`src/hw/rtl/tacd_pkg.sv`:
```
package tacd_pkg;

   localparam int PERIOD_W = 16;
   localparam int DIV_W    = 10;
   localparam int OFS_W    = 8;
   localparam int ADIV_W   = 11;
   localparam int CNT_W    = 11;
   localparam int NUM_OUTS = 4;
   localparam int CSR_IDX_W = 3;
   localparam int CSR_DATA_W = 10;

   // one quotient bit per step, numerator is DIV_W bits wide
   localparam int DIV_STEPS = DIV_W;
   localparam int STEP_W    = $clog2(DIV_STEPS);

   localparam logic [PERIOD_W-1:0] FIRST_PERIOD = 16'd10000;
   localparam logic [PERIOD_W-1:0] PERIOD_MAX   = 16'hFFFF;

   localparam logic [DIV_W-1:0] RST_DIV0 = 10'd0;
   localparam logic [DIV_W-1:0] RST_DIV1 = 10'd64;
   localparam logic [DIV_W-1:0] RST_DIV2 = 10'd32;
   localparam logic [DIV_W-1:0] RST_NUM  = 10'd256;
   localparam logic [OFS_W-1:0] RST_OFS  = 8'd4;

   localparam logic [CSR_IDX_W-1:0] REG_DIV0 = 3'd0;
   localparam logic [CSR_IDX_W-1:0] REG_DIV1 = 3'd1;
   localparam logic [CSR_IDX_W-1:0] REG_DIV2 = 3'd2;
   localparam logic [CSR_IDX_W-1:0] REG_NUM  = 3'd3;
   localparam logic [CSR_IDX_W-1:0] REG_OFS  = 3'd4;

   localparam logic OP_TICK   = 1'b0;
   localparam logic OP_SAMPLE = 1'b1;

   typedef struct packed {
      logic take;      // input beat accepted this cycle
      logic step;      // one divide iteration
      logic finish;    // update edge counters and load result
   } tacd_cmd_type;

   typedef struct packed {
      logic is_edge;   // offered beat is a rising clock edge
   } tacd_sts_type;

endpackage

```
`src/hw/rtl/tacd_ctrl.sv`:
```
module tacd_ctrl
   import tacd_pkg::*;
(
   input  logic         clock,
   input  logic         reset,
   input  logic         req_valid,
   output logic         req_stall,
   output logic         rsp_valid,
   input  logic         rsp_stall,
   input  tacd_sts_type sts,
   output tacd_cmd_type cmd
);

   typedef enum logic [1:0] {
      ST_IDLE,
      ST_DIV,
      ST_FIN
   } state_type;

   state_type         state_ff, state_in;
   logic [STEP_W-1:0] step_ff, step_in;
   logic              rsp_valid_ff, rsp_valid_in;
   logic              out_free;
   logic              accept;

   assign out_free  = !rsp_valid_ff || !rsp_stall;
   assign req_stall = (state_ff != ST_IDLE) || !out_free;
   assign accept    = req_valid && !req_stall;
   assign rsp_valid = rsp_valid_ff;

   always_comb begin
      state_in     = state_ff;
      step_in      = step_ff;
      rsp_valid_in = rsp_valid_ff && rsp_stall;
      cmd          = '0;
      unique case (state_ff)
         ST_IDLE: begin
            cmd.take = accept;
            if (accept) begin
               if (sts.is_edge) begin
                  state_in = ST_DIV;
                  step_in  = '0;
               end else begin
                  rsp_valid_in = 1'b1;
               end
            end
         end
         ST_DIV: begin
            cmd.step = 1'b1;
            step_in  = step_ff + 1'b1;
            if (step_ff == STEP_W'(DIV_STEPS - 1)) begin
               state_in = ST_FIN;
            end
         end
         ST_FIN: begin
            if (out_free) begin
               cmd.finish   = 1'b1;
               rsp_valid_in = 1'b1;
               state_in     = ST_IDLE;
            end
         end
         default: state_in = ST_IDLE;
      endcase
   end

   always_ff @(posedge clock) begin
      if (reset) begin
         state_ff     <= ST_IDLE;
         step_ff      <= '0;
         rsp_valid_ff <= 1'b0;
      end else begin
         state_ff     <= state_in;
         step_ff      <= step_in;
         rsp_valid_ff <= rsp_valid_in;
      end
   end

   a_busy_stalls: assert property (@(posedge clock) disable iff (reset)
      (state_ff != ST_IDLE) |-> req_stall)
      else $error("input taken while divide in progress");

   a_step_range: assert property (@(posedge clock) disable iff (reset)
      (state_ff == ST_DIV) |-> (step_ff < STEP_W'(DIV_STEPS)))
      else $error("divide step count out of range");

   a_no_overwrite: assert property (@(posedge clock) disable iff (reset)
      cmd.finish |-> (!rsp_valid_ff || !rsp_stall))
      else $error("result register overwritten while stalled");

   a_edge_divides: assert property (@(posedge clock) disable iff (reset)
      (accept && sts.is_edge) |=> (state_ff == ST_DIV))
      else $error("edge beat did not start divide");

endmodule

```
`src/hw/rtl/tacd_dp.sv`:
```
module tacd_dp
   import tacd_pkg::*;
(
   input  logic                  clock,
   input  logic                  reset,
   input  logic                  csr_wr_en,
   input  logic [CSR_IDX_W-1:0]  csr_index,
   input  logic [CSR_DATA_W-1:0] csr_wdata,
   input  logic                  req_opcode,
   input  logic                  req_clock_level,
   input  tacd_cmd_type          cmd,
   output tacd_sts_type          sts,
   output logic [NUM_OUTS-1:0]   rsp_out_levels,
   output logic [ADIV_W-1:0]     rsp_adaptive_divisor
);

   logic [DIV_W-1:0]    div0_ff, div1_ff, div2_ff, num_ff;
   logic [OFS_W-1:0]    ofs_ff;

   logic [PERIOD_W-1:0] period_count_ff, period_count_in;
   logic                first_pending_ff, first_pending_in;
   logic                prev_high_ff, prev_high_in;
   logic [CNT_W-1:0]    edge_cnt_ff [NUM_OUTS];
   logic [CNT_W-1:0]    edge_cnt_in [NUM_OUTS];
   logic [NUM_OUTS-1:0] bits_ff, bits_in;
   logic [ADIV_W-1:0]   last_div_ff, last_div_in;

   // divider: remainder and quotient/dividend shift register
   logic [PERIOD_W-1:0] dvsr_ff, dvsr_in;
   logic [PERIOD_W-1:0] rem_ff, rem_in;
   logic [DIV_W-1:0]    quo_ff, quo_in;
   logic [PERIOD_W:0]   rem_shift;
   logic [PERIOD_W:0]   rem_diff;
   logic [PERIOD_W-1:0] period_sel;

   logic [ADIV_W-1:0]   div3;
   logic [ADIV_W-1:0]   thresh [NUM_OUTS];
   logic [CNT_W-1:0]    cnt_inc [NUM_OUTS];
   logic [NUM_OUTS-1:0] wrap;

   logic [NUM_OUTS-1:0] rsp_levels_ff, rsp_levels_in;
   logic [ADIV_W-1:0]   rsp_div_ff, rsp_div_in;

   assign sts.is_edge = (req_opcode == OP_SAMPLE) && req_clock_level && !prev_high_ff;

   always_ff @(posedge clock) begin
      if (reset) begin
         div0_ff <= RST_DIV0;
         div1_ff <= RST_DIV1;
         div2_ff <= RST_DIV2;
         num_ff  <= RST_NUM;
         ofs_ff  <= RST_OFS;
      end else if (csr_wr_en) begin
         unique case (csr_index)
            REG_DIV0: div0_ff <= csr_wdata;
            REG_DIV1: div1_ff <= csr_wdata;
            REG_DIV2: div2_ff <= csr_wdata;
            REG_NUM:  num_ff  <= csr_wdata;
            REG_OFS:  ofs_ff  <= csr_wdata[OFS_W-1:0];
            default: ;
         endcase
      end
   end

   always_comb begin
      period_sel = first_pending_ff ? FIRST_PERIOD : period_count_ff;
      if (period_sel == '0) begin
         period_sel = PERIOD_W'(1);
      end
   end

   assign rem_shift = {rem_ff, quo_ff[DIV_W-1]};
   assign rem_diff  = rem_shift - {1'b0, dvsr_ff};

   assign div3 = ADIV_W'({1'b0, quo_ff}) + ADIV_W'(ofs_ff);
   assign thresh[0] = ADIV_W'(div0_ff);
   assign thresh[1] = ADIV_W'(div1_ff);
   assign thresh[2] = ADIV_W'(div2_ff);
   assign thresh[3] = div3;

   always_comb begin
      for (int i = 0; i < NUM_OUTS; i++) begin
         cnt_inc[i] = edge_cnt_ff[i] + 1'b1;
         wrap[i]    = cnt_inc[i] > thresh[i];
      end
   end

   always_comb begin
      period_count_in  = period_count_ff;
      first_pending_in = first_pending_ff;
      prev_high_in     = prev_high_ff;
      edge_cnt_in      = edge_cnt_ff;
      bits_in          = bits_ff;
      last_div_in      = last_div_ff;
      dvsr_in          = dvsr_ff;
      rem_in           = rem_ff;
      quo_in           = quo_ff;
      rsp_levels_in    = rsp_levels_ff;
      rsp_div_in       = rsp_div_ff;

      if (cmd.take) begin
         if (req_opcode == OP_TICK) begin
            if (period_count_ff != PERIOD_MAX) begin
               period_count_in = period_count_ff + 1'b1;
            end
         end else if (req_clock_level) begin
            if (!prev_high_ff) begin
               prev_high_in    = 1'b1;
               period_count_in = '0;
               dvsr_in         = period_sel;
               rem_in          = '0;
               quo_in          = num_ff;
            end
            first_pending_in = 1'b0;
         end else begin
            prev_high_in = 1'b0;
         end
         // beats without an edge report the current state
         if (!sts.is_edge) begin
            rsp_levels_in = bits_ff;
            rsp_div_in    = last_div_ff;
         end
      end

      if (cmd.step) begin
         if (!rem_diff[PERIOD_W]) begin
            rem_in = rem_diff[PERIOD_W-1:0];
            quo_in = {quo_ff[DIV_W-2:0], 1'b1};
         end else begin
            rem_in = rem_shift[PERIOD_W-1:0];
            quo_in = {quo_ff[DIV_W-2:0], 1'b0};
         end
      end

      if (cmd.finish) begin
         for (int i = 0; i < NUM_OUTS; i++) begin
            edge_cnt_in[i] = wrap[i] ? '0 : cnt_inc[i];
         end
         bits_in       = bits_ff ^ wrap;
         last_div_in   = div3;
         rsp_levels_in = bits_ff ^ wrap;
         rsp_div_in    = div3;
      end
   end

   always_ff @(posedge clock) begin
      if (reset) begin
         period_count_ff  <= '0;
         first_pending_ff <= 1'b1;
         prev_high_ff     <= 1'b0;
         for (int i = 0; i < NUM_OUTS; i++) begin
            edge_cnt_ff[i] <= '0;
         end
         bits_ff     <= '0;
         last_div_ff <= '0;
      end else begin
         period_count_ff  <= period_count_in;
         first_pending_ff <= first_pending_in;
         prev_high_ff     <= prev_high_in;
         edge_cnt_ff      <= edge_cnt_in;
         bits_ff          <= bits_in;
         last_div_ff      <= last_div_in;
      end
   end

   always_ff @(posedge clock) begin
      dvsr_ff       <= dvsr_in;
      rem_ff        <= rem_in;
      quo_ff        <= quo_in;
      rsp_levels_ff <= rsp_levels_in;
      rsp_div_ff    <= rsp_div_in;
   end

   assign rsp_out_levels       = rsp_levels_ff;
   assign rsp_adaptive_divisor = rsp_div_ff;

endmodule

```
`src/hw/rtl/tempo_adaptive_clock_divider.sv`:
```
// Tempo-adaptive clock divider.
// Input channel (req_valid/req_stall): each beat is either a timer tick
// (req_opcode 0) or a sample of the external clock (req_opcode 1, level on
// req_clock_level). Ticks measure the period between rising clock edges.
// Every input beat produces exactly one result beat on rsp_valid/rsp_stall:
// the four divided output levels and the divisor in use for output 3.
// Ticks and samples that are no rising edge need no divide; the result
// is registered and shows the cycle after the input beat, and such beats can
// be taken every cycle while the result channel drains.
// A rising edge runs a restoring divide of the numerator by the measured
// period, one quotient bit per cycle, then updates the edge counters once
// the result channel can take a beat: its result is registered and the next
// input beat is taken no earlier than the cycle in which that result shows.
// The csr_ port writes the divisors, numerator and offset, one per cycle.
// If the receiver stalls, the result register holds and the input is stalled
// until it can take the next result.
// Synchronous reset restores the register defaults, clears all counters and
// output levels, and leaves no result pending.
module tempo_adaptive_clock_divider
   import tacd_pkg::*;
(
   input  logic                  clock,
   input  logic                  reset,
   input  logic                  csr_wr_en,
   input  logic [CSR_IDX_W-1:0]  csr_index,
   input  logic [CSR_DATA_W-1:0] csr_wdata,
   input  logic                  req_valid,
   output logic                  req_stall,
   input  logic                  req_opcode,
   input  logic                  req_clock_level,
   output logic                  rsp_valid,
   input  logic                  rsp_stall,
   output logic [NUM_OUTS-1:0]   rsp_out_levels,
   output logic [ADIV_W-1:0]     rsp_adaptive_divisor
);

   tacd_cmd_type cmd;
   tacd_sts_type sts;

   tacd_ctrl u_ctrl (
      .clock     (clock),
      .reset     (reset),
      .req_valid (req_valid),
      .req_stall (req_stall),
      .rsp_valid (rsp_valid),
      .rsp_stall (rsp_stall),
      .sts       (sts),
      .cmd       (cmd)
   );

   tacd_dp u_dp (
      .clock                (clock),
      .reset                (reset),
      .csr_wr_en            (csr_wr_en),
      .csr_index            (csr_index),
      .csr_wdata            (csr_wdata),
      .req_opcode           (req_opcode),
      .req_clock_level      (req_clock_level),
      .cmd                  (cmd),
      .sts                  (sts),
      .rsp_out_levels       (rsp_out_levels),
      .rsp_adaptive_divisor (rsp_adaptive_divisor)
   );

endmodule

```
`config.mk`:
```
export PLATFORM = sky130hd
export DESIGN_NAME = tempo_adaptive_clock_divider
export DESIGN_NICKNAME = d
export VERILOG_FILES = /design/src/hw/rtl/tacd_pkg.sv /design/src/hw/rtl/tacd_ctrl.sv /design/src/hw/rtl/tacd_dp.sv /design/src/hw/rtl/tempo_adaptive_clock_divider.sv
export SDC_FILE = /design/constraint.sdc
export NUM_CORES = 1
export LEC_CHECK = 0
export BUFFER_PORTS_ARGS = -buffer_cell sky130_fd_sc_hd__buf_4
export CORE_MARGIN = 2
export CORE_UTILIZATION = 53
export CTS_BUF_LIST = sky130_fd_sc_hd__clkbuf_4 sky130_fd_sc_hd__clkbuf_8
export DETAILED_ROUTE_END_ITERATION = 7
export GPL_TIMING_DRIVEN = 0
export PLACE_DENSITY = 0.79
export SETUP_SLACK_MARGIN = 0.4
export SYNTH_ARGS = -nofsm -noshare
export SYNTH_HDL_FRONTEND = slang
export SYNTH_SLANG_ARGS = --single-unit
export TNS_END_PERCENT = 1
```
`constraint.sdc`:
```
create_clock -name clock -period 3.3 [get_ports clock]
set_input_delay 0.165 -clock clock [delete_from_list [all_inputs] [get_ports clock]]
set_output_delay 0.165 -clock clock [all_outputs]
set_load 0.05 [all_outputs]
```
==> flow_metrics.env, run 1 <==
export IMPL_diodes=0
export IMPL_final_cells=1569
export IMPL_p_per_area_nw_per_um2=393
export IMPL_violations="setup timing"
export IMPL_nets=1385
export IMPL_worstSetupEndpointType="register"
export IMPL_placed_area_sq_um=11200
export IMPL_ys_async_sr_fraction_pct=0
export IMPL_cpMostUsedCell="o21a_1"
export IMPL_total_leakage_power_uw=0.00469
export IMPL_die_y_um=145
export IMPL_ys_warnings_count=0
export IMPL_synth_area_per_cell_sq_um=8.69
export IMPL_insertion_delay_ns=0.48
export IMPL_reg2reg_depth=17
export IMPL_multi_input_area_sq_um=5990
export IMPL_hold_class="primary input to register"
export IMPL_grt_pass1_vias=8649
export IMPL_setup_viol=11
export IMPL_via_count=9313
export IMPL_slowest_delay_ns=0.42
export IMPL_vias_per_cell=5.94
export IMPL_hp_start="req_valid"
export IMPL_clk_pin_slew_worst_paths_ns=0.10
export IMPL_synth_seq_area_share_pct=41.1
export IMPL_arrival_ns=3.80
export IMPL_drtIter0Drc=760
export IMPL_dieWidth_um=145
export IMPL_fin_crit_sh_pct=102
export IMPL_post_route_min_period_ns=3.38
export IMPL_ys_seq_elements=189
export IMPL_clkPwrFrac_pct=34.9
export IMPL_setup_ws_ns=-0.0799
export IMPL_dp_hpwl_mm=18.6
export IMPL_ant_nets=0
export IMPL_fill_cells=1672
export IMPL_rsz0062_at_grt="yes"
export IMPL_hold_viol=0
export IMPL_switchingPower_uw=1330
export IMPL_drt_wl_total_mm=26.4
export IMPL_irDropWorstVdd_v=0.000315
export IMPL_gr_total_overflow=0
export IMPL_cp_slowest_cell="edfxtp_1"
export IMPL_wl_per_cell_um=16.8
export IMPL_ioPinCount=37
export IMPL_place_gp_congestion=0.888
export IMPL_cts_htree_levels=4
export IMPL_min_path_cells=3
export IMPL_synth_edf_count=57
export IMPL_syn_inst=1220
export IMPL_swShare_pct=28.0
export IMPL_tightest_slew_ns=0.810
export IMPL_ys_types=69
export IMPL_grt_pass1_wl_mm=42.4
export IMPL_initial_utilization_pct=54.3
export IMPL_status="complete, but fails checks"
export IMPL_r2r_start="u_dp.quo_ff[0]"
export IMPL_crit_type="register to register"
export IMPL_row_count=51
export IMPL_final_design_area_no_fill_sq_um=12100
export IMPL_p_seq_share_pct=52.3
export IMPL_cts_tree="yes"
export IMPL_drv_cap=0
export IMPL_track_usage_pct=24.5
export IMPL_regArea_sq_um=4360
export IMPL_cts_buffers=17
export IMPL_drcViolationCount=0
export IMPL_antenna_found_initial=0
export IMPL_fin_skew_ns=0.0133
export IMPL_synthFlopType="dfxtp_1"
export IMPL_netlist_area_sq_um=10600
export IMPL_synth_nets=1314
export IMPL_crit_path_cell_trace="ha_2 > inv_2 > fa_2 > nor2b_2 > o21a_1 > o21ai_2 > nand2b_1 > a21oi_2 > xor2_1 > ha_1 > a2111oi_2 > o21ai_1 > a21oi_1 > o31a_1 > o21a_1 > clkbuf_8 > a22o_1"
export IMPL_area_growth_pct=14.1
export IMPL_hold_path_endpoint="u_dp.prev_high_ff"
export IMPL_r2r_setup_slack_ns=-0.08
export IMPL_start_kind="register"
export IMPL_max_freq_ghz=0.296
export IMPL_final_core_util_pct=61.9
export IMPL_drtPass1Iterations=6
export IMPL_crit_start="u_dp.quo_ff[0]"
export IMPL_port_buffers=34
export IMPL_place_inst=1520
export IMPL_cp_required_ns=3.72
export IMPL_final_cell_mix="nand2_1 (189), dfxtp_1 (125), a21oi_1 (94)"
export IMPL_cts_path_max_buffers=2
export IMPL_slew_headroom_pct=45.8
export IMPL_final_common_cell="nand2_1"
export IMPL_internal_power_uw=3430
export IMPL_report_final_slew_viol_count=0
export IMPL_cts_sinks=189
export IMPL_grt_max_degree=28
export IMPL_cts_root_buffer="clkbuf_8"
export IMPL_r2r_end="u_dp.edge_cnt_ff[6]"
export IMPL_worstPathMaxFanout=5
export IMPL_coreArea_sq_um=19500
export IMPL_dieArea_sq_um=21100
export IMPL_combPwrFrac_pct=12.8
export IMPL_drive_gt1_share_pct=13.0
cells by family (layout without fill, tap and decap cells):
kind of cell               count (synthesis)  count (layout)  synth area share (%)
buffers and inverters                    129             213                  4.62
adders and majority gates                 74              74                  8.88
DFF                                      189             189                  41.1
xor gates and xnor gates                  62              62                  5.12
AOI/OAI and AO/OA                        284             284                  17.7
and+or+nand+nor                          468             468                  21.2
muxes                                     14              14                  1.37
per-layer routing:
metal	vias to the layer above	track usage, %	routed length, um
met4	0	6.86	505
met1	4459	33.6	11900
met3	47	3.70	1590
li1	4495	-	-
met2	312	40.5	12400
met5	-	0	0
worst max path at each step:
| stage | endpoint | slack [ns] | depth (start not counted) |
|---|---|---|---|
| 2_1_floorplan | u_dp.edge_cnt_ff[2] | 0.27 | 17 |
| 3_3_place_gp | u_dp.rsp_adaptive_divisor[3] | -0.64 | 6 |
| 3_5_place_dp | u_dp.edge_cnt_ff[40] | -0.25 | 12 |
| 4_1_cts | u_dp.edge_cnt_ff[9] | -0.02 | 17 |
| 5_1_grt | u_dp.edge_cnt_ff[8] | -0.28 | 17 |
| 6_report | u_dp.edge_cnt_ff[6] | -0.08 | 17 |
synth_stat cells, types with 7 or more instances:
master | n | area (sq um)
and3_1 | 21 | 131
or2_2 | 8 | 50.1
nand4_1 | 28 | 175
a211oi_1 | 7 | 52.6
a21oi_1 | 100 | 500
mux2i_1 | 10 | 100
and2_1 | 14 | 87.6
nor2b_1 | 29 | 181
ha_1 | 72 | 901
edfxtp_1 | 57 | 1710
o211ai_1 | 18 | 135
o21ai_0 | 43 | 215
a21o_1 | 14 | 105
inv_1 | 69 | 259
xor2_1 | 33 | 289
nor3_1 | 22 | 110
a31oi_1 | 19 | 119
nor2_1 | 57 | 214
a22o_1 | 10 | 87.6
nand2_1 | 189 | 709
dfxtp_1 | 132 | 2640
clkbuf_1 | 50 | 188
or3_1 | 10 | 62.6
nand3_1 | 58 | 290
o21a_1 | 14 | 105
xnor2_1 | 29 | 254
final cells by class:
type | count | area share [%]
well taps | 265 | 2.74
clock inverters | 15 | 1.56
repair buffers | 52 | 3.56
multi-input cells | 902 | 49.5
inverters | 69 | 2.17
flip-flops and latches | 189 | 36.1
plain buffers | 60 | 2.42
clock buffers | 17 | 1.93
power by group through the flow:
stage	Sequential [uW]	Combinational [uW]	Clock (uW)
CTS	2490	587	1660
finish	2490	609	1660
global route	2490	662	1750
floorplan	2570	351	0
global placement	2540	537	0
detailed placement	2540	554	0
flip-flops by register name (all words and copies together) (netlist names), 11 cells and up:
name / cells
u_dp.last_div_ff: 11
u_dp.rem_ff: 16
u_dp.edge_cnt_ff: 44
u_dp.dvsr_ff: 16
u_dp.rsp_adaptive_divisor: 11
u_dp.period_count_ff: 16
worst max-delay path: cells and delay by family (launching register included):
| kind | cells | cell delay (ns) |
|---|---|---|
| adders and majority gates | 3 | 0.92 |
| and+or+nand+nor | 2 | 0.24 |
| AOI/OAI and AO/OA | 9 | 1.36 |
| buffers and inverters | 2 | 0.21 |
| DFF | 1 | 0.42 |
| xor gates and xnor gates | 1 | 0.16 |
metrics by stage:
stage	total power, uW	setup slack, ns	TNS [ns]	hold WS (ns)
after CTS	4740	-0.0177	-0.0869	0.0323
after global routing	4910	-0.277	-3.41	0.0605
final	4760	-0.0799	-0.716	0.0497
after detailed placement	3090	-0.254	-4.57	0.447
after floorplan	2920	0.265	0	0.289
after global placement	3080	-0.636	-13.12	0.443
timing repair:
item	4_1_cts	5_1_grt
buffers inserted	4	0
pin swaps	17	15
hold buffers	12	0
gates resized for setup	57	42
setup endpoints to repair	105	64
cloned	1	0
endpoints found under the hold margin	50	0
No activity file was read; power rests on OpenSTA's default activity.
==> run 2: changes to the inputs <==
Settings changed: ABC_AREA from default to 1, RECOVER_POWER from default to 50.
==> run 2 against run 1 <==
Compared with the run above: the flow now finishes without violations; critical path depth fell by 4; clock power barely moved; highest routed layer unchanged; register-to-register slack improved by 0.42 ns; global-route usage fell by 0.27 points; first-iteration DRC count rose by 23%; wire length fell by 2.2%; largest cell class unchanged.
==> flow_metrics.env, run 2 <==
export IMPL_status="finished clean"
export IMPL_crit_start="u_dp.quo_ff[6]"
export IMPL_tns_ns=0
export IMPL_fin_skew_ns=0.0164
export IMPL_vias_per_cell=5.46
export IMPL_cts_root_buffer="clkbuf_8"
export IMPL_post_route_min_period_ns=2.96
export IMPL_critPathTopFamily="compound AO/OA/AOI/OAI gates"
export IMPL_p_per_area_nw_per_um2=401
export IMPL_cts_sinks=189
export IMPL_insertion_delay_ns=0.48
export IMPL_report_final_slew_viol_count=0
export IMPL_ys_types=46
export IMPL_irDropWorstVdd_v=0.000272
export IMPL_placed_area_sq_um=11200
export IMPL_dp_hpwl_mm=19.0
export IMPL_cp_slowest_cell="edfxtp_1"
export IMPL_final_design_area_no_fill_sq_um=11700
export IMPL_dieWidth_um=145
export IMPL_synth_top_cell_area_share_pct=25.0
export IMPL_largest_register="u_dp.edge_cnt_ff"
export IMPL_r2r_end="u_dp.edge_cnt_ff[10]"
export IMPL_synth_area_per_cell_sq_um=7.61
export IMPL_nets=1548
export IMPL_synth_seq_area_share_pct=41.2
export IMPL_setup_viol=0
export IMPL_ys_async_sr_fraction_pct=0
export IMPL_final_common_cell="nand2_1"
export IMPL_path_depth=13
export IMPL_final_core_util_pct=60.1
export IMPL_drtIter0Drc=931
export IMPL_ant_nets=0
export IMPL_ys_warnings_count=0
export IMPL_final_cell_mix="nand2_1 (283), inv_1 (179), nor2_1 (154)"
export IMPL_grt_pass1_vias=8622
export IMPL_cts_path_max_buffers=2
export IMPL_synth_common_cells="nand2_1 (287), inv_1 (179), nor2_1 (155)"
export IMPL_worstSetupEndpointType="register"
export IMPL_track_usage_pct=24.2
export IMPL_cp_required_ns=3.71
export IMPL_worstPathMaxFanout=6
export IMPL_slew_headroom_pct=15.5
export IMPL_largest_reg_flops=44
export IMPL_combPwrFrac_pct=12.5
export IMPL_ioPinCount=37
export IMPL_place_gp_congestion=0.923
export IMPL_crit_type="register to register"
export IMPL_ys_seq_elements=189
export IMPL_via_count=9458
export IMPL_grt_pass1_wl_mm=41.7
export IMPL_row_count=51
export IMPL_hold_viol=0
export IMPL_fin_crit_sh_pct=89.8
export IMPL_cts_buffers=17
export IMPL_die_y_um=145
export IMPL_crit_path_cell_trace="ha_1 > a21o_1 > a22oi_1 > nand3_1 > xor2_1 > ha_1 > nand2_2 > o21a_1 > nand3_2 > nand2_4 > clkbuf_8 > nand3_1 > a21oi_1"
export IMPL_rsz0062_at_grt="yes"
export IMPL_total_leakage_power_uw=0.00502
export IMPL_path_buf_inv=1
export IMPL_drv_cap=0
export IMPL_drcViolationCount=0
export IMPL_p_seq_share_pct=52.8
export IMPL_grt_max_degree=30
export IMPL_drt_wl_total_mm=25.8
export IMPL_tightest_slew_ns=1.26
export IMPL_start_kind="register"
export IMPL_r2r_setup_slack_ns=0.34
export IMPL_cts_tree="yes"
export IMPL_syn_inst=1388
export IMPL_post_synth_top_count_cell="nand2_1"
export IMPL_netlist_area_sq_um=10600
export IMPL_r2r_start="u_dp.quo_ff[6]"
export IMPL_hold_class="primary input to register"
export IMPL_drtPass1Iterations=8
export IMPL_internal_power_uw=3420
export IMPL_dieArea_sq_um=21100
export IMPL_drive_gt1_share_pct=7.16
export IMPL_wl_per_cell_um=14.9
export IMPL_synth_nets=1482
export IMPL_diodes=0
export IMPL_gr_total_overflow=0
export IMPL_slowest_delay_ns=0.42
export IMPL_switchingPower_uw=1290
export IMPL_cp_endpoint="u_dp.edge_cnt_ff[10]"
export IMPL_initial_utilization_pct=54.1
export IMPL_synthFlopType="dfxtp_1"
export IMPL_synth_area_top_cells="dfxtp_1 (25%), edfxtp_1 (16%), nand2_1 (10%)"
export IMPL_clkPwrFrac_pct=34.7
export IMPL_yosysTopAreaCell="dfxtp_1"
export IMPL_synth_edf_count=57
export IMPL_antenna_found_initial=0
export IMPL_area_growth_pct=11.2
export IMPL_coreArea_sq_um=19500
export IMPL_port_buffers=35
export IMPL_clk_pin_slew_worst_paths_ns=0.10
export IMPL_reg2reg_depth=13
export IMPL_arrival_ns=3.37
export IMPL_cts_htree_levels=4
export IMPL_max_freq_ghz=0.338
export IMPL_swShare_pct=27.3
[run 2: changes by cell type in the layout (fill, tap and decap cells not counted), sizes merged, moves of 13 or more]
cell    delta
inv      +114
nor2b     -29
xnor2     -19
nor2      +99
nand2    +101
and3      -16
nand4     +17
a21oi     +33
buf       -21
o21ai     +43
o211ai    -16
a31oi     -18
xor2      +13
o21a      -14
[run 2: worst min path at each step]
stage / cells after the start / from / to / slack [ns]
finish: 3 / req_clock_level / u_dp.prev_high_ff / 0.02
global route: 3 / req_clock_level / u_dp.prev_high_ff / 0.002
CTS: 3 / csr_wdata[7] / u_dp.ofs_ff[7] / 0.007
floorplan: 2 / csr_wdata[2] / u_dp.ofs_ff[2] / 0.28
detailed placement: 3 / csr_wdata[2] / u_dp.ofs_ff[2] / 0.43
global placement: 3 / csr_wdata[2] / u_dp.ofs_ff[2] / 0.43
[run 2: layout make-up]
cell class	instances	area, sq um
Clock buffer	20	256
Timing Repair Buffer	47	318
Buffer	43	201
Sequential cell	189	4360
Multi-Input combinational cell	975	5440
Tap cell	265	332
Fill cell	1781	7780
Inverter	181	679
Clock inverter	12	160
[run 2: layer usage]
layer	share of wire [%]	vias to the layer above	GRT usage, %
met1	45	4438	32.6
li1	-	4686	-
met4	2.0	0	6.52
met5	0	-	0
met2	47	293	39.8
met3	6.6	41	5.09
[run 2: power by group through the flow]
stage	registers (uW)	clock network (uW)	logic, uW
global route	2490	1740	653
CTS	2480	1650	585
finish	2490	1630	590
detailed placement	2540	0	570
floorplan	2570	0	361
global placement	2540	0	552
[run 2: worst reg2reg max path, delay by kind of cell (launching register included)]
kind	cells	cell delay, ns
flip-flops	1	0.42
adder cells (fa/ha/maj)	2	0.72
AND/OR/NAND/NOR	5	0.52
AO/OA/AOI/OAI	4	0.75
XOR/XNOR	1	0.31
buffers and inverters	1	0.15
[run 2: logic make-up after synthesis]
group / Yosys count / share of synthesized area [%]
xor+xnor: 56 / 4.86
compound gates: 242 / 12.0
buf+inv: 224 / 8.43
flops: 189 / 41.2
fa+ha+maj: 74 / 8.91
simple gates: 603 / 24.6
[run 2: stage by stage]
stage	power [uW]	worst slack, ns	hold WS [ns]	std cells
6_report	4710	0.338	0.0229	1732
3_3_place_gp	3090	0.0394	0.430	1688
5_1_grt	4890	0.221	0.00221	1732
3_5_place_dp	3110	0.0318	0.433	1689
2_1_floorplan	2930	0.512	0.278	1388
4_1_cts	4720	0.402	0.00659	1731
[run 2: what timing repair did]
item                       4_1_cts  5_1_grt
pin swaps                        5        7
setup buffers                    3        1
gates cloned                     1        0
hold buffers                     6        0
setup endpoints to repair       13       18
hold endpoints to repair         9        0
resized for setup               17       17
==> run 3: changes to the inputs <==
--- a/config.mk
+++ b/config.mk
@@ -16,4 +16,5 @@
 export RECOVER_POWER = 50
 export SETUP_SLACK_MARGIN = 0.4
+export SLEW_MARGIN = 20
 export SYNTH_ARGS = -nofsm -noshare
 export SYNTH_HDL_FRONTEND = slang
==> constraint.sdc (replaced) <==
create_clock -name clock -period 3.3 [get_ports clock]
set_input_delay 0.165 -clock clock [delete_from_list [all_inputs] [get_ports clock]]
set_output_delay 0.165 -clock clock [all_outputs]
set_load 0.1 [all_outputs]
==> run 3 against run 2 <==
Compared with the run above: sequential share of layout area decreased by 0.38 points; final cell count is 0.40% higher; final area rose by 1.0%; total power is 4.8% higher; non-clock buffer count is 7 higher; clock skew is 0.0019 ns lower; critical path depth rose by 7; register-to-register slack lost 0.09 ns; wire length up 1.8%; fmax decreased by 2.9%; highest routed layer unchanged.
==> flow_metrics.env, run 3 (synthesized netlist as in run 2, its figures left out) <==
export IMPL_nets=1555
export IMPL_tightest_slew_ns=1.17
export IMPL_drt_wl_total_mm=26.3
export IMPL_final_common_cell="nand2_1"
export IMPL_cp_required_ns=3.69
export IMPL_hold_viol=0
export IMPL_ant_nets=0
export IMPL_gr_total_overflow=0
export IMPL_cts_htree_levels=4
export IMPL_place_inst=1689
export IMPL_drtPass1Iterations=7
export IMPL_drcViolationCount=0
export IMPL_cts_sinks=189
export IMPL_cts_root_buffer="clkbuf_8"
export IMPL_report_final_slew_viol_count=0
export IMPL_ioPinCount=37
export IMPL_coreArea_sq_um=19500
export IMPL_area_growth_pct=12.3
export IMPL_initial_utilization_pct=54.1
export IMPL_crit_type="register to register"
export IMPL_irDropWorstVdd_v=0.000308
export IMPL_diodes=0
export IMPL_grt_pass1_vias=8800
export IMPL_track_usage_pct=24.4
export IMPL_slew_headroom_pct=22.1
export IMPL_setup_ws_ns=0.249
export IMPL_setup_viol=0
export IMPL_grt_max_degree=30
export IMPL_cts_buffers=17
export IMPL_fin_skew_ns=0.0146
export IMPL_largest_register="u_dp.edge_cnt_ff"
export IMPL_dieWidth_um=145
export IMPL_place_gp_congestion=0.927
export IMPL_cts_tree="yes"
export IMPL_drv_cap=0
export IMPL_die_y_um=145
export IMPL_insertion_delay_ns=0.48
export IMPL_grt_pass1_wl_mm=42.1
export IMPL_dp_hpwl_mm=18.9
export IMPL_hold_class="primary input to register"
export IMPL_status="finished clean"
export IMPL_rsz0062_at_grt="yes"
export IMPL_antenna_found_initial=0
export IMPL_fin_crit_sh_pct=92.5
export IMPL_start_kind="register"
export IMPL_max_freq_ghz=0.328
export IMPL_via_count=9503
export IMPL_vias_per_cell=5.46
export IMPL_wl_per_cell_um=15.1
export IMPL_total_leakage_power_uw=0.00509
export IMPL_preCtsSetupSlack_ns=-0.00588
export IMPL_port_buffers=35
export IMPL_final_cells=1739
export IMPL_drtIter0Drc=997
export IMPL_clk_pin_slew_worst_paths_ns=0.09
export IMPL_arrival_ns=3.44
export IMPL_p_per_area_nw_per_um2=416
export IMPL_cts_path_max_buffers=2
export IMPL_row_count=51
export IMPL_worstSetupEndpointType="register"
export IMPL_drive_gt1_share_pct=7.80
export IMPL_final_cell_mix="nand2_1 (282), inv_1 (179), nor2_1 (155)"
export IMPL_worstPathMaxFanout=5
export IMPL_post_route_min_period_ns=3.05
export IMPL_dieArea_sq_um=21100
export IMPL_largest_reg_flops=44
## run 3: cell types whose count changed in the layout (fill, tap and decap cells not counted), sizes merged
cell         delta
buf             +6
bufinv          +2
clkinvlp        -2
dlygate4sd3     +1
## run 3: routing by layer
layer	track usage, %	vias up	routed length [um]
met3	3.93	61	1830
li1	-	4720	-
met5	0	-	0
met1	32.6	4349	11600
met2	40.1	373	12100
met4	9.07	0	709
## run 3: critical path: stages, from the launching register on
cell and delay (ns):
edfxtp_1 0.38, ha_1 0.19, inv_2 0.05, fa_2 0.36, inv_2 0.08, nand2_2 0.07, o21ai_2 0.17, nand2_1 0.10
nand3_2 0.08, nand2_1 0.05, nor2_1 0.09, inv_1 0.09, ha_4 0.29, nand2_4 0.06, nor2_4 0.12, buf_4 0.13
nand3_2 0.11, nand2_4 0.14, buf_8 0.13, nand3_1 0.07, a21oi_1 0.22
## run 3: through the flow
stage	power, uW	hold WS (ns)	utilization, %	setup TNS (ns)	instance area, sq um
2_1_floorplan	2980	0.278	-	0	10600
3_3_place_gp	3130	0.427	57.2	0	11200
3_5_place_dp	3150	0.440	57.3	-0.00603	11200
4_1_cts	4950	0.00704	60.9	0	11900
5_1_grt	5120	0.0532	60.7	0	11900
6_report	4930	0.0318	60.7	0	11900
## run 3: area by class of cell
type / count / area, sq um
clock buffers: 20 / 275
fillers: 1727 / 7670
plain buffers: 43 / 195
clock inverters: 12 / 204
repair buffers: 54 / 363
flip-flops and latches: 189 / 4350
well taps: 265 / 332
multi-input cells: 975 / 5460
inverters: 181 / 679
## run 3: final timing paths
path	from	cells after the start	to	slack [ns]
min	csr_wdata[7]	3	u_dp.ofs_ff[7]	0.03
min reg2reg	u_dp.num_ff[2]	2	u_dp.num_ff[2]	0.45
max reg2reg	u_dp.quo_ff[0]	20	u_dp.edge_cnt_ff[7]	0.25
max	u_dp.quo_ff[0]	20	u_dp.edge_cnt_ff[7]	0.25
## run 3: report_power, final
group	switching, uW	internal (uW)
combinational	451	183
sequential	29.9	2450
clock	847	970
## run 3: repair_timing
| item | CTS | global route |
|---|---|---|
| cloned | 1 | 0 |
| buffers inserted | 7 | 3 |
| hold buffers | 7 | 0 |
| gates resized for setup | 25 | 16 |
| hold endpoints to repair | 10 | 0 |
| pin swaps | 13 | 13 |
| endpoints found under the setup margin | 13 | 19 |
